--- src/att_pkg.sv ---
// ----------------------------------------------------------------------------
// Argmin tournament tree package
// Shared field widths and the command and status bundles that pass between
// the controller and the datapath.
// ----------------------------------------------------------------------------
package att_pkg;

    localparam int IDX_BITS   = 6;
    localparam int VAL_BITS   = 32;
    localparam int TDATA_BITS = 40;

    typedef struct packed {
        logic clear_en;
        logic load;
        logic issue;
        logic out_load;
    } att_cmd_t;

    typedef struct packed {
        logic clear_last;
        logic in_range;
        logic issue_last;
    } att_status_t;

endpackage

--- src/att_ctrl.sv ---
// ----------------------------------------------------------------------------
// Argmin tournament tree controller
// Sequences the clearing pass, the walk from leaf to root and the hand-over
// of each result to the output register.
// ----------------------------------------------------------------------------
module att_ctrl (
    input  logic                 aclk,
    input  logic                 aresetn,
    input  logic                 s_tvalid,
    output logic                 s_tready,
    output logic                 m_tvalid,
    input  logic                 m_tready,
    input  att_pkg::att_status_t status,
    output att_pkg::att_cmd_t    cmd
);

    typedef enum logic [4:0] {
        ST_CLEAR = 5'b00001,
        ST_IDLE  = 5'b00010,
        ST_WALK  = 5'b00100,
        ST_DRAIN = 5'b01000,
        ST_DONE  = 5'b10000
    } state_t;

    state_t state_reg, state_next;
    logic   m_valid_reg, m_valid_next;

    assign s_tready = (state_reg == ST_IDLE);
    assign m_tvalid = m_valid_reg;

    always_comb begin
        state_next   = state_reg;
        cmd          = '0;
        m_valid_next = m_valid_reg && !m_tready;
        unique case (state_reg)
            ST_CLEAR: begin
                cmd.clear_en = 1'b1;
                if (status.clear_last) begin
                    state_next = ST_IDLE;
                end
            end
            ST_IDLE: begin
                if (s_tvalid) begin
                    cmd.load   = 1'b1;
                    state_next = status.in_range ? ST_WALK : ST_DONE;
                end
            end
            ST_WALK: begin
                cmd.issue = 1'b1;
                if (status.issue_last) begin
                    state_next = ST_DRAIN;
                end
            end
            ST_DRAIN: begin
                state_next = ST_DONE;
            end
            ST_DONE: begin
                if (!m_valid_reg || m_tready) begin
                    cmd.out_load = 1'b1;
                    m_valid_next = 1'b1;
                    state_next   = ST_IDLE;
                end
            end
            default: begin
                state_next = ST_CLEAR;
            end
        endcase
    end

    always_ff @(posedge aclk) begin
        if (!aresetn) begin
            state_reg   <= ST_CLEAR;
            m_valid_reg <= 1'b0;
        end else begin
            state_reg   <= state_next;
            m_valid_reg <= m_valid_next;
        end
    end

endmodule

--- config.mk ---
export PLATFORM = sky130hd
export DESIGN_NAME = att_ctrl
export DESIGN_NICKNAME = d
export VERILOG_FILES = /design/src/att_pkg.sv /design/src/att_ctrl.sv
export SDC_FILE = /design/constraint.sdc
export NUM_CORES = 1
export LEC_CHECK = 0
export BUFFER_PORTS_ARGS = -buffer_cell sky130_fd_sc_hd__buf_2
export CAP_MARGIN = 20
export CORE_AREA = 2 2 39 41
export CTS_BUF_LIST = sky130_fd_sc_hd__clkbuf_16
export DETAILED_ROUTE_END_ITERATION = 8
export DIE_AREA = 0 0 41 43
export SLEW_MARGIN = 30
export SYNTH_ARGS = -nofsm -noshare
export SYNTH_HDL_FRONTEND = slang
export SYNTH_SLANG_ARGS = --single-unit
--- constraint.sdc ---
create_clock -name aclk -period 1.9 [get_ports aclk]
set_input_delay 0.285 -clock aclk [delete_from_list [all_inputs] [get_ports aclk]]
set_output_delay 0.285 -clock aclk [all_outputs]
set_load 0.05 [all_outputs]
**Word-level counts from Yosys, hierarchy flattened**

Cells that the tools add are included.

- Bits in latches: 0
- Input port bits: 7
- Memories kept: 0
- Bits in writable memories: 0
- Register bits: 6
- Output and inout port bits: 6
- Word-level logic and storage cells: 30
- ROM bits: 0

- Bitwise gates (word level): 0
- Equality and inequality tests: 9
- Divide/modulo/power cells: 0
- Multiply operators: 0
- Multiplexer cells: 14
- Shift operators: 0
- Magnitude comparators: 0
- Reduce and logical (&&, ||, !) cells: 5
- Add/subtract/negate cells: 0

Operator list:

| operator | count |
|---|---|
| $mux W5 | 5 |
| $pmux W5 S5 | 1 |
| $mux W1 | 8 |
| $ne A2 B2 Y1 const B | 4 |
| $eq A5 B1 Y1 const B | 1 |
| $eq A5 B2 Y1 const B | 1 |
| $eq A5 B3 Y1 const B | 1 |
| $eq A5 B4 Y1 const B | 1 |
| $eq A5 B5 Y1 const B | 1 |
| $reduce_and A4 Y1 | 1 |
| $logic_not A1 Y1 | 2 |
| $logic_and A1 B1 Y1 | 1 |
| $logic_or A1 B1 Y1 | 1 |

**Logic depth before layout (Yosys ltp)**

Gate-level depths: netlist of the first run.

- Word-level depth: 4
- Depth in mapped cells: 4
- Mapped depth without buffers: 3

**Least setup slack after synthesis of the first run**

OpenSTA, ideal clock, no wires.

- Kind: flip-flop to output port
- Start: register state_reg[2]
- End: output cmd[0] (netlist bit)
- Required time: 1615 ps
- Arrival time: 1800 ps
- Path buffers: 0
- Slack: -185 ps
- Cell stages (with the launch flop): 4
- Path through: dfxtp_1 or3_4 or3b_1 nor2b_1

RTL lines:

| element | RTL line | source |
|---|---|---|
| start: declaration | att_ctrl.sv:25 | `state_t state_reg, state_next;` |
| start signal: assignment | att_ctrl.sv:75 | `state_reg <= state_next;` |
| end: declaration | att_ctrl.sv:14 | `output att_pkg::att_cmd_t cmd` |

==> reports/metrics.cfg, run 1 <==
[run_status]
status=completed

[place]
gp_congestion=0.806
io_buffers=12
placed_area_um2=492
dpl.cell_count=75
post-dp-hpwl_um=734

[timing]
hold_viol_final=0
max_freq_ghz=0.528
rsz0062_at_grt=yes
slew_violations=0
maxSlewHeadroom_pct=80.1
fin_skew_ps=0.419
tightest_slew_ps=297
fin_tns_setup_ps=0
setup_viol=0
min_period_over_period_pct=99.7
finalCriticalPeriod_ps=1890

[synth]
yosys.area_share.simple_pct=43.9
synth_largest_area_cell=dfxtp_1
synth_xor_area_share_pct=2.26
synthTopCellsByCount=6 x dfxtp_1, 4 x nor2_1, 3 x nor2b_1, 3 x nor3_1
synthArstFlopShare_pct=0
ys_top_cells_by_area=dfxtp_1 31%, nor2b_1 4.8%, and4_1 4.5%
yosysWarnings=0
synth_top_cell_area_share_pct=31.0
synth.cell_area_um2=388
synth_top_family_by_area=simple AND/OR/NAND/NOR gates
syn_area_per_cell_um2=8.62
ys_seq_area_share_pct=31.0
syn-instance-count=45
synth_compound_area_share_pct=18.1
synth_adder_area_share_pct=0
syn_nets=52
synth_seq_cells=6
ys_types=29
synth_edf_count=0
synthMostInstantiatedCell=dfxtp_1
muxShareOfSynthArea_pct=2.58
synth_ff_type=dfxtp_1

[die]
fp.dieW_um=41
rows=14
core_mm2=0.00138
die_area_mm2=0.00176
initial_core_util_pct=28.0
die_height_um=43
io_pins=13

[critical_path]
critPathArrivalTime_ps=1610
critPathLaunchType=register
path_cells=or3_4 -> or3b_4 -> nor2b_4 -> buf_8
critical_path_class=reg -> out
worstPathRequired_ps=1620
crit_path_top_delay_cell=or3b_4
rrSetupSlack_ps=490
critPathCaptureType=primary output
max_stage_delay_ps=400
cp_max_fo=8

[clock_network]
clk_pin_slew_ps=30
cts_max_path_buffers=2
cts_tree=yes
postCtsSetupRepairBufs=0
clock-root-buffer=clkbuf_16
cts-htree-levels=1
cts-buffers-inserted=3
clkLatencyLatePin_ps=230
cts.sink_count=6

[route]
dr.first_iter.drc_count=8
num_vias=410
viasPerCell=5.26
totalWireLength_um=1010
routed_wire_length_per_instance_um=12.9
first_pass_iters=4
drtAntennaViolNets=0
remaining_drc_errors=0

[pwr]
power.static_leakage_uw=0.000270
p_sw_share_pct=32.1
combPwrFrac_pct=35.0
power.density_mw_per_mm2=1310
power_switching_uw=249
clockPowerShare_pct=44.8
intPower_uw=525
total_power_uw=773
ir_worst_vdd_uv=580
seq_power_share_pct=20.2

[final_layout]
fill_cells=140
largest_reg_flops=5
antenna_cells=0
final_area_um2=589
final_cells=78
layout-drive-gt1-share_pct=41.9
syn2layout_area_growth_pct=51.9
final_nets=71

[grt]
grt_max_degree=11
antenna_found_initial=0
grt_pass1_vias=343
grt.total_usage_pct=14.1
grt_pass1_wl_um=1510
grt_overflow=0

[job]
cap_violations=0

[min_path]
hp-class=in -> reg

[critical path: cells and delay by family, from the launching register on]
kind                   cells  cell delay (ps)
AND/OR/NAND/NOR            3              880
flip-flops                 1              350
buffers and inverters      1              150
[stage by stage]
stage | hold slack [ps] | utilization, % | setup slack [ps]
3_3_place_gp | 502 | 35.5 | 149
3_5_place_dp | 507 | 35.5 | 95.5
5_1_grt | 329 | 42.6 | -44.1
4_1_cts | 309 | 42.0 | 1.33
2_1_floorplan | 411 | - | 20.0
6_report | 309 | 42.6 | 6.09
[power groups by stage]
stage / combinational [uW] / clock (uW) / sequential (uW)
after floorplan: 190 / 0 / 162
after global placement: 269 / 0 / 155
after detailed placement: 268 / 0 / 156
after CTS: 271 / 353 / 154
after global routing: 291 / 356 / 159
final: 271 / 347 / 156
[cells by family after synthesis]
logic type | after synthesis
buf+inv | 2
mux | 1
simple gates | 26
compound gates | 9
flops | 6
xor+xnor | 1
[final timing paths]
| kind | startpoint | to | cells after the start |
|---|---|---|---|
| worst max-delay path | state_reg[3]$_SDFFE_PN0P_ | cmd[0] | 4 |
| worst min-delay path | status[0] | state_reg[3]$_SDFFE_PN0P_ | 2 |
| worst max register to register | state_reg[3]$_SDFFE_PN0P_ | state_reg[2]$_SDFFE_PN0P_ | 3 |
| worst min register to register | m_tvalid$_SDFF_PN0_ | m_tvalid$_SDFF_PN0_ | 2 |
[what timing repair did]
action,4_1_cts,5_1_grt
pin swaps,1,0
hold buffers,0,0
endpoints found under the setup margin,1,2
cloned,0,0
resized for setup,5,4
[metal layers]
layer / vias up / track usage (%) / wire, um
li1: 205 / - / -
met1: 182 / 17.3 / 459
met2: 19 / 16.9 / 418
met3: 4 / 4.71 / 81
met4: 0 / 16.0 / 50
met5: - / 0 / 0
[layout make-up]
cell class	instances	area [um2]	area share, %
timing repair buffer	16	103	17.4
sequential	6	123	20.8
clock buffer	3	75.1	12.7
multi-input combinational	37	269	45.6
tap	16	20.0	3.40
[cell usage in the layout (no fill, tap or decap)]
cell type	Yosys	final
clkbuf_16	0	3
or3_4	1	1
a31o_2	1	1
dfxtp_2	0	2
o21ai_0	1	1
nor3b_1	2	2
nor2b_4	0	1
nor2_1	4	4
o211a_1	1	1
dfxtp_1	6	4
nor4bb_1	1	1
xor2_1	1	1
a21boi_1	1	1
buf_4	0	5
o211ai_1	1	1
nand2b_1	2	2
nor3_1	3	3
buf_8	0	1
nor2b_1	3	2
buf_2	1	10
o21ai_1	1	1
and3_1	2	2
nand2_1	1	1
nor2_2	1	1
or3b_4	0	1
a32o_1	1	1
and2_1	1	1
mux2i_1	1	1
o31ai_1	1	1
and2b_1	1	1
and4_1	2	2
or4b_1	1	1
o31a_1	1	1
Note: power is estimated with default switching activity, not from simulation.
==> run 2, diff against run 1 <==
--- a/config.mk
+++ b/config.mk
@@ -5,10 +5,12 @@
 export SDC_FILE = /design/constraint.sdc
 export NUM_CORES = 1
 export LEC_CHECK = 0
+export ABC_AREA = 1
 export BUFFER_PORTS_ARGS = -buffer_cell sky130_fd_sc_hd__buf_2
 export CAP_MARGIN = 20
 export CORE_AREA = 2 2 39 41
 export CTS_BUF_LIST = sky130_fd_sc_hd__clkbuf_16
+export CTS_CLUSTER_DIAMETER = 200
 export DETAILED_ROUTE_END_ITERATION = 8
 export DIE_AREA = 0 0 41 43
 export SLEW_MARGIN = 30
==> constraint.sdc (replaced) <==
create_clock -name aclk -period 1.9 [get_ports aclk]
set_input_delay 0.19 -clock aclk [delete_from_list [all_inputs] [get_ports aclk]]
set_output_delay 0.19 -clock aclk [all_outputs]
set_load 0.05 [all_outputs]
==> run 2 against run 1 <==
  * First-iteration DRC count is 38% lower
  * Maximum frequency is 23% higher
  * Non-clock buffer count is 4 lower
  * Critical path depth stayed put
==> reports/metrics.cfg, run 2 <==
[run_status]
status=completed

[critical_path]
cp_max_fo=6  ; -2
critPathArrivalTime_ps=1340  ; -270 ps
crit_path_top_delay_cell=dfxtp_1
cp.buffers_inverters=1  ; unchanged
rr_endpoint=state_reg[0]$_SDFFE_PN1P_
worst_path_dominant_cell_family=simple AND/OR/NAND/NOR gates
rrSetupSlack_ps=770  ; +280 ps
critPathCaptureType=primary output
path_cells=nor2_2 -> nand3_1 -> nor2_1 -> buf_2
max_stage_delay_ps=310  ; -90 ps
critPathLaunchType=register
worstPathRequired_ps=1710  ; +90 ps
critical_path_class=reg -> out
r2r_cells=6  ; +3
r2r_start=state_reg[2]$_SDFFE_PN0P_

[route]
viasPerCell=4.38  ; -17%
remaining_drc_errors=0  ; unchanged
num_vias=377  ; -8.0%
first_pass_iters=4  ; unchanged
drtAntennaViolNets=0  ; unchanged
totalWireLength_um=766  ; -24%
routed_wire_length_per_instance_um=8.91  ; -31%
dr.first_iter.drc_count=5  ; -3

[final_layout]
largest_reg_flops=5  ; unchanged
layout-drive-gt1-share_pct=27.1  ; -15 points
syn2layout_area_growth_pct=45.9
antenna_cells=0  ; unchanged
final_cell_mix=12 x inv_1, 12 x buf_2, 10 x nor2_1
final_nets=79  ; +11%
final_area_um2=493  ; -16%

[synth]
synth_ff_type=dfxtp_1
synth_largest_area_cell=dfxtp_1
syn_nets=62  ; +19%
synthArstFlopShare_pct=0  ; unchanged
ys_top_cells_by_area=dfxtp_1 36%, inv_1 13%, nand4_1 11%
synthTopCellsByCount=12 x inv_1, 10 x nor2_1, 8 x nand2_1
syn-instance-count=55  ; +22%
synth_edf_count=0  ; unchanged
synthMostInstantiatedCell=inv_1
synth_seq_cells=6  ; unchanged
synth.cell_area_um2=338  ; -13%
yosysWarnings=0  ; unchanged
ys_types=10  ; -66%
ys_seq_area_share_pct=35.6  ; +4.6 points
synth_top_cell_area_share_pct=35.6  ; +4.6 points
syn_area_per_cell_um2=6.14  ; -29%

[pwr]
p_sw_share_pct=30.2  ; -1.9 points
power.density_mw_per_mm2=1320  ; +0.80%
seq_power_share_pct=23.4  ; +3.2 points
power.static_leakage_uw=0.000267  ; -1.3%
clockPowerShare_pct=51.9  ; +7.1 points
power_switching_uw=197  ; -21%
ir_worst_vdd_uv=730  ; +26%
combPwrFrac_pct=24.7  ; -10 points
intPower_uw=455  ; -13%

[grt]
grt_max_degree=7  ; -4
grt.total_usage_pct=10.1  ; -4.0 points
antenna_found_initial=0  ; unchanged
grt_pass1_wl_um=1170  ; -23%
grt_pass1_vias=324  ; -5.5%
grt_overflow=0  ; unchanged

[place]
placed_area_um2=418  ; -15%
io_buffers=12  ; unchanged
gp_congestion=0.790  ; -2.0%
dpl_worst_slack_ps=612  ; +517 ps

[clock_network]
postCtsSetupRepairBufs=0  ; unchanged
cts-htree-levels=1  ; unchanged
clk_pin_slew_ps=30  ; about the same
cts_tree=yes
hold_buffers=0  ; unchanged
cts-buffers-inserted=3  ; unchanged
clkLatencyLatePin_ps=230  ; about the same
cts_resized=0  ; -5
clock-root-buffer=clkbuf_16
cts_max_path_buffers=2  ; unchanged
cts.sink_count=6  ; unchanged

[timing]
setup_viol=0  ; unchanged
finalCriticalPeriod_ps=1530  ; -360 ps
setup_ws_ps=366  ; +360 ps
rsz0062_at_grt=no
hold_viol_final=0  ; unchanged
fin_tns_setup_ps=0  ; unchanged
timing.hold.ws_ps=167  ; -142 ps
fin_skew_ps=0.877  ; +0.459 ps
max_freq_ghz=0.652  ; +23%
min_period_over_period_pct=80.7  ; -19 points
maxSlewHeadroom_pct=83.3  ; +3.2 points
tightest_slew_ps=253  ; -43.9 ps
slew_violations=0  ; unchanged

[die]
io_pins=13  ; unchanged
initial_core_util_pct=24.4  ; -3.6 points
rows=14  ; unchanged
die_area_mm2=0.00176  ; unchanged
die_height_um=43  ; unchanged
fp.dieW_um=41  ; unchanged
core_mm2=0.00138  ; unchanged

[min_path]
worstHoldEndpoint=state_reg[0]$_SDFFE_PN1P_
hold_depth=2  ; unchanged
hp-class=in -> reg
worstHoldStart=aresetn

[job]
cap_violations=0  ; unchanged

run 2: cell types whose count changed in the layout (fill, tap and decap cells not counted), sizes merged, moves of 3 or more:
cell,delta
nor2b,-3
buf,-4
nand4,+6
inv,+13
nor3,-3
a21oi,+4
nand3,+4
nor2,+8
nand2,+7
run 2: metal layers:
layer | up-vias | track usage [%] | wire length (um)
met4 | 0 | 4.67 | 8
met3 | 2 | 8.38 | 81
met2 | 14 | 13.8 | 343
li1 | 203 | - | -
met1 | 158 | 10.9 | 333
met5 | - | 0 | 0
run 2: logic make-up (layout without fill, tap and decap cells):
kind of cell    count (synthesis)  in the layout  synth area share (%)
simple gates                   31             31                  42.6
buf+inv                        13             28                  14.4
flops                           6              6                  35.6
compound gates                  5              5                  7.41
run 2: worst max path at each step:
stage / startpoint / endpoint / slack [ps] / depth (start not counted)
3_3_place_gp: state_reg[2]$_SDFFE_PN0P_ / cmd[0] / 630 / 4
6_report: state_reg[2]$_SDFFE_PN0P_ / cmd[0] / 370 / 4
5_1_grt: state_reg[2]$_SDFFE_PN0P_ / cmd[0] / 290 / 4
4_1_cts: state_reg[2]$_SDFFE_PN0P_ / cmd[0] / 370 / 4
2_1_floorplan: state_reg[1]$_SDFFE_PN0P_ / state_reg[0]$_SDFFE_PN1P_ / 270 / 6
3_5_place_dp: state_reg[2]$_SDFFE_PN0P_ / cmd[0] / 610 / 4
run 2: layout make-up:
type                       count  area (um2)
multi-input combinational     36         169
sequential                     6         120
inverter                      13        48.8
clock buffer                   3        75.1
timing repair buffer          12        60.1
tap                           16        20.0
fill                         149         891
run 2: power by group through the flow:
stage          Clock (uW)  Combinational (uW)  Sequential (uW)
2_1_floorplan           0                 128              152
3_3_place_gp            0                 163              154
3_5_place_dp            0                 162              155
4_1_cts               344                 162              153
5_1_grt               355                 176              155
6_report              339                 161              153
run 2: metrics by stage:
step / std cells / util (%) / power, uW
after CTS: 86 / 35.6 / 659
after detailed placement: 83 / 30.2 / 316
after global routing: 86 / 35.6 / 686
after floorplan: 55 / - / 280
final: 86 / 35.6 / 652
after global placement: 83 / 30.2 / 317
run 2: worst register-to-register path, cell delays in order, from the launching register on:
cell and delay, ps:
dfxtp_1 310, nor2_2 220, nand3_1 180, inv_1 110, nor2_1 50, nand4_1 70, nand3_1 70
==> run 3, diff against run 2 <==
--- a/config.mk
+++ b/config.mk
@@ -5,7 +5,7 @@
 export SDC_FILE = /design/constraint.sdc
 export NUM_CORES = 1
 export LEC_CHECK = 0
-export ABC_AREA = 1
+export ABC_AREA = 0
 export BUFFER_PORTS_ARGS = -buffer_cell sky130_fd_sc_hd__buf_2
 export CAP_MARGIN = 20
 export CORE_AREA = 2 2 39 41
==> constraint.sdc (replaced) <==
create_clock -name aclk -period 1.5 [get_ports aclk]
set_input_delay 0.15 -clock aclk [delete_from_list [all_inputs] [get_ports aclk]]
set_output_delay 0.15 -clock aclk [all_outputs]
set_load 0.05 [all_outputs]
==> run 3 against run 2 <==
  * The flow now finishes with violations (setup timing)
  * Wire length increased by 47%
  * Final cell count down 3.5%
  * Register-to-register slack got worse by 950 ps
  * Largest power group is now combinational logic
  * Highest routed layer unchanged
==> reports/metrics.cfg, run 3 (same netlist as run 1, synthesis figures left out) <==
[clock_network]
cts-htree-levels=1  ; unchanged
cts-buffers-inserted=3  ; unchanged
clkLatencyLatePin_ps=230  ; about the same
clock-root-buffer=clkbuf_16
cts.sink_count=6  ; unchanged
clk_pin_slew_ps=30  ; about the same
hold_buffers=0  ; unchanged
cts_tree=yes
cts_max_path_buffers=2  ; unchanged

[die]
die_height_um=43  ; unchanged
initial_core_util_pct=28.0  ; +3.6 points
core_mm2=0.00138  ; unchanged
fp.dieW_um=41  ; unchanged
die_area_mm2=0.00176  ; unchanged
rows=14  ; unchanged
io_pins=13  ; unchanged

[timing]
min_period_over_period_pct=117
max_freq_ghz=0.572
setup_ws_ps=-248  ; -615 ps
timing.hold.ws_ps=203  ; +36.5 ps
fin_skew_ps=0.656  ; -0.221 ps
finalCriticalPeriod_ps=1750
hold_viol_final=0  ; unchanged
slew_violations=0  ; unchanged
rsz0062_at_grt=yes
maxSlewHeadroom_pct=82.0  ; -1.3 points
tightest_slew_ps=267  ; +14.0 ps
setup_viol=7  ; +7

[place]
gp_congestion=0.790  ; about the same
post-dp-hpwl_um=778
dpl.cell_count=78  ; -6.0%
io_buffers=12  ; unchanged

[critical_path]
critPathCaptureType=primary output
rrSetupSlack_ps=-180  ; -950 ps
critPathLaunch=state_reg[1]$_SDFFE_PN0P_
critical_path_class=reg -> out
cp_max_fo=2  ; -4
r2r_start=state_reg[1]$_SDFFE_PN0P_
critPathArrivalTime_ps=1600  ; +260 ps
critPathLaunchType=register
worstPathRequired_ps=1350  ; -360 ps

[pwr]
clockPowerShare_pct=38.4  ; -14 points
seq_power_share_pct=17.6  ; -5.8 points
power_switching_uw=352  ; +79%
p_sw_share_pct=31.7  ; +1.5 points
power.density_mw_per_mm2=1580  ; +19%
power.static_leakage_uw=0.000311  ; +17%
combPwrFrac_pct=44.1  ; +19 points
ir_worst_vdd_uv=479  ; -34%
total_power_uw=1110  ; +70%
intPower_uw=759  ; +67%

[final_layout]
layout-drive-gt1-share_pct=55.2  ; +28 points
seq_area_um2=121  ; +1.0%
antenna_cells=0  ; unchanged
fill_cells=127  ; -15%
multi_input_area_um2=312  ; +84%
final_common_cell=buf_2
largest_reg_flops=5  ; unchanged
final_nets=76  ; -3.8%
final_cells=83  ; -3.5%
syn2layout_area_growth_pct=81.3
final_cell_mix=8 x buf_2, 6 x buf_4, 5 x dfxtp_1

[grt]
grt_pass1_vias=379  ; +17%
grt_pass1_wl_um=1620  ; +39%
grt.total_usage_pct=14.7  ; +4.6 points
grt_max_degree=11  ; +4
antenna_found_initial=0  ; unchanged
grt_overflow=0  ; unchanged

[route]
routed_wire_length_per_instance_um=13.5  ; +52%
num_vias=422  ; +12%
remaining_drc_errors=0  ; unchanged
first_pass_iters=4  ; unchanged
totalWireLength_um=1120  ; +47%
viasPerCell=5.08  ; +16%
drtAntennaViolNets=0  ; unchanged
dr.first_iter.drc_count=10  ; +5

[run_status]
violations=setup timing
status=finished with violations

[min_path]
hp-class=in -> reg
worstHoldStart=status[0]

[job]
cap_violations=0  ; unchanged

## run 3: cell types whose count changed in the layout (fill, tap and decap cells not counted), sizes merged, moves of 2 or more
cell    before  now
and4         0    2
buf         12   21
nor3b        0    2
nand3        4    0
nand2b       0    2
and3         0    2
a21oi        4    0
nand2        8    1
inv         13    0
nor3         0    3
nor2b        0    3
nand4        6    0
nor2        13    5
## run 3: power by group through the flow
stage / registers (uW) / clock network, uW / logic [uW]
after global placement: 194 / 0 / 368
after detailed placement: 195 / 0 / 371
after global routing: 198 / 448 / 525
after CTS: 194 / 434 / 409
final: 195 / 426 / 490
after floorplan: 205 / 0 / 251
## run 3: final cells by class
cell class,instances,share of cell area (%)
Clock buffer,3,10.7
Tap cell,16,2.85
Timing Repair Buffer,21,24.9
Multi-Input combinational cell,37,44.3
Sequential cell,6,17.3
## run 3: timing repair
item | in CTS | in global routing
pin swaps | 1 | 5
gates resized for setup | 13 | 10
endpoints found under the setup margin | 5 | 8
buffers inserted | 0 | 2
## run 3: stage by stage
| step | instance area, um2 | util [%] | setup WS (ps) | setup TNS [ps] |
|---|---|---|---|---|
| CTS | 647 | 46.7 | -236 | -353 |
| global placement | 533 | 38.5 | -60.5 | -60.5 |
| finish | 703 | 50.8 | -248 | -835 |
| floorplan | 409 | - | -40.8 | -94.2 |
| detailed placement | 533 | 38.5 | -81.2 | -88.6 |
| global route | 703 | 50.8 | -288 | -1130 |
## run 3: per-layer routing
layer	routed length, um	share of wire [%]	GRT usage, %	vias up
met3	57	5.1	3.14	5
met2	521	46	20.0	17
li1	-	-	-	214
met5	0	0	0	-
met4	52	4.6	14.0	0
met1	492	44	17.9	186
## run 3: path summary, 6_finish.rpt
check,endpoint,cells past startpoint
worst max-delay path,cmd[0],4
worst min-delay path,state_reg[3]$_SDFFE_PN0P_,2
worst max register to register,state_reg[2]$_SDFFE_PN0P_,5
worst min register to register,m_tvalid$_SDFF_PN0_,2
## run 3: worst max-delay path, stage by stage (launching register included)
cell and delay (ps):
dfxtp_1 310, or3_4 390, or3b_4 400, nor2b_4 130, buf_8 150
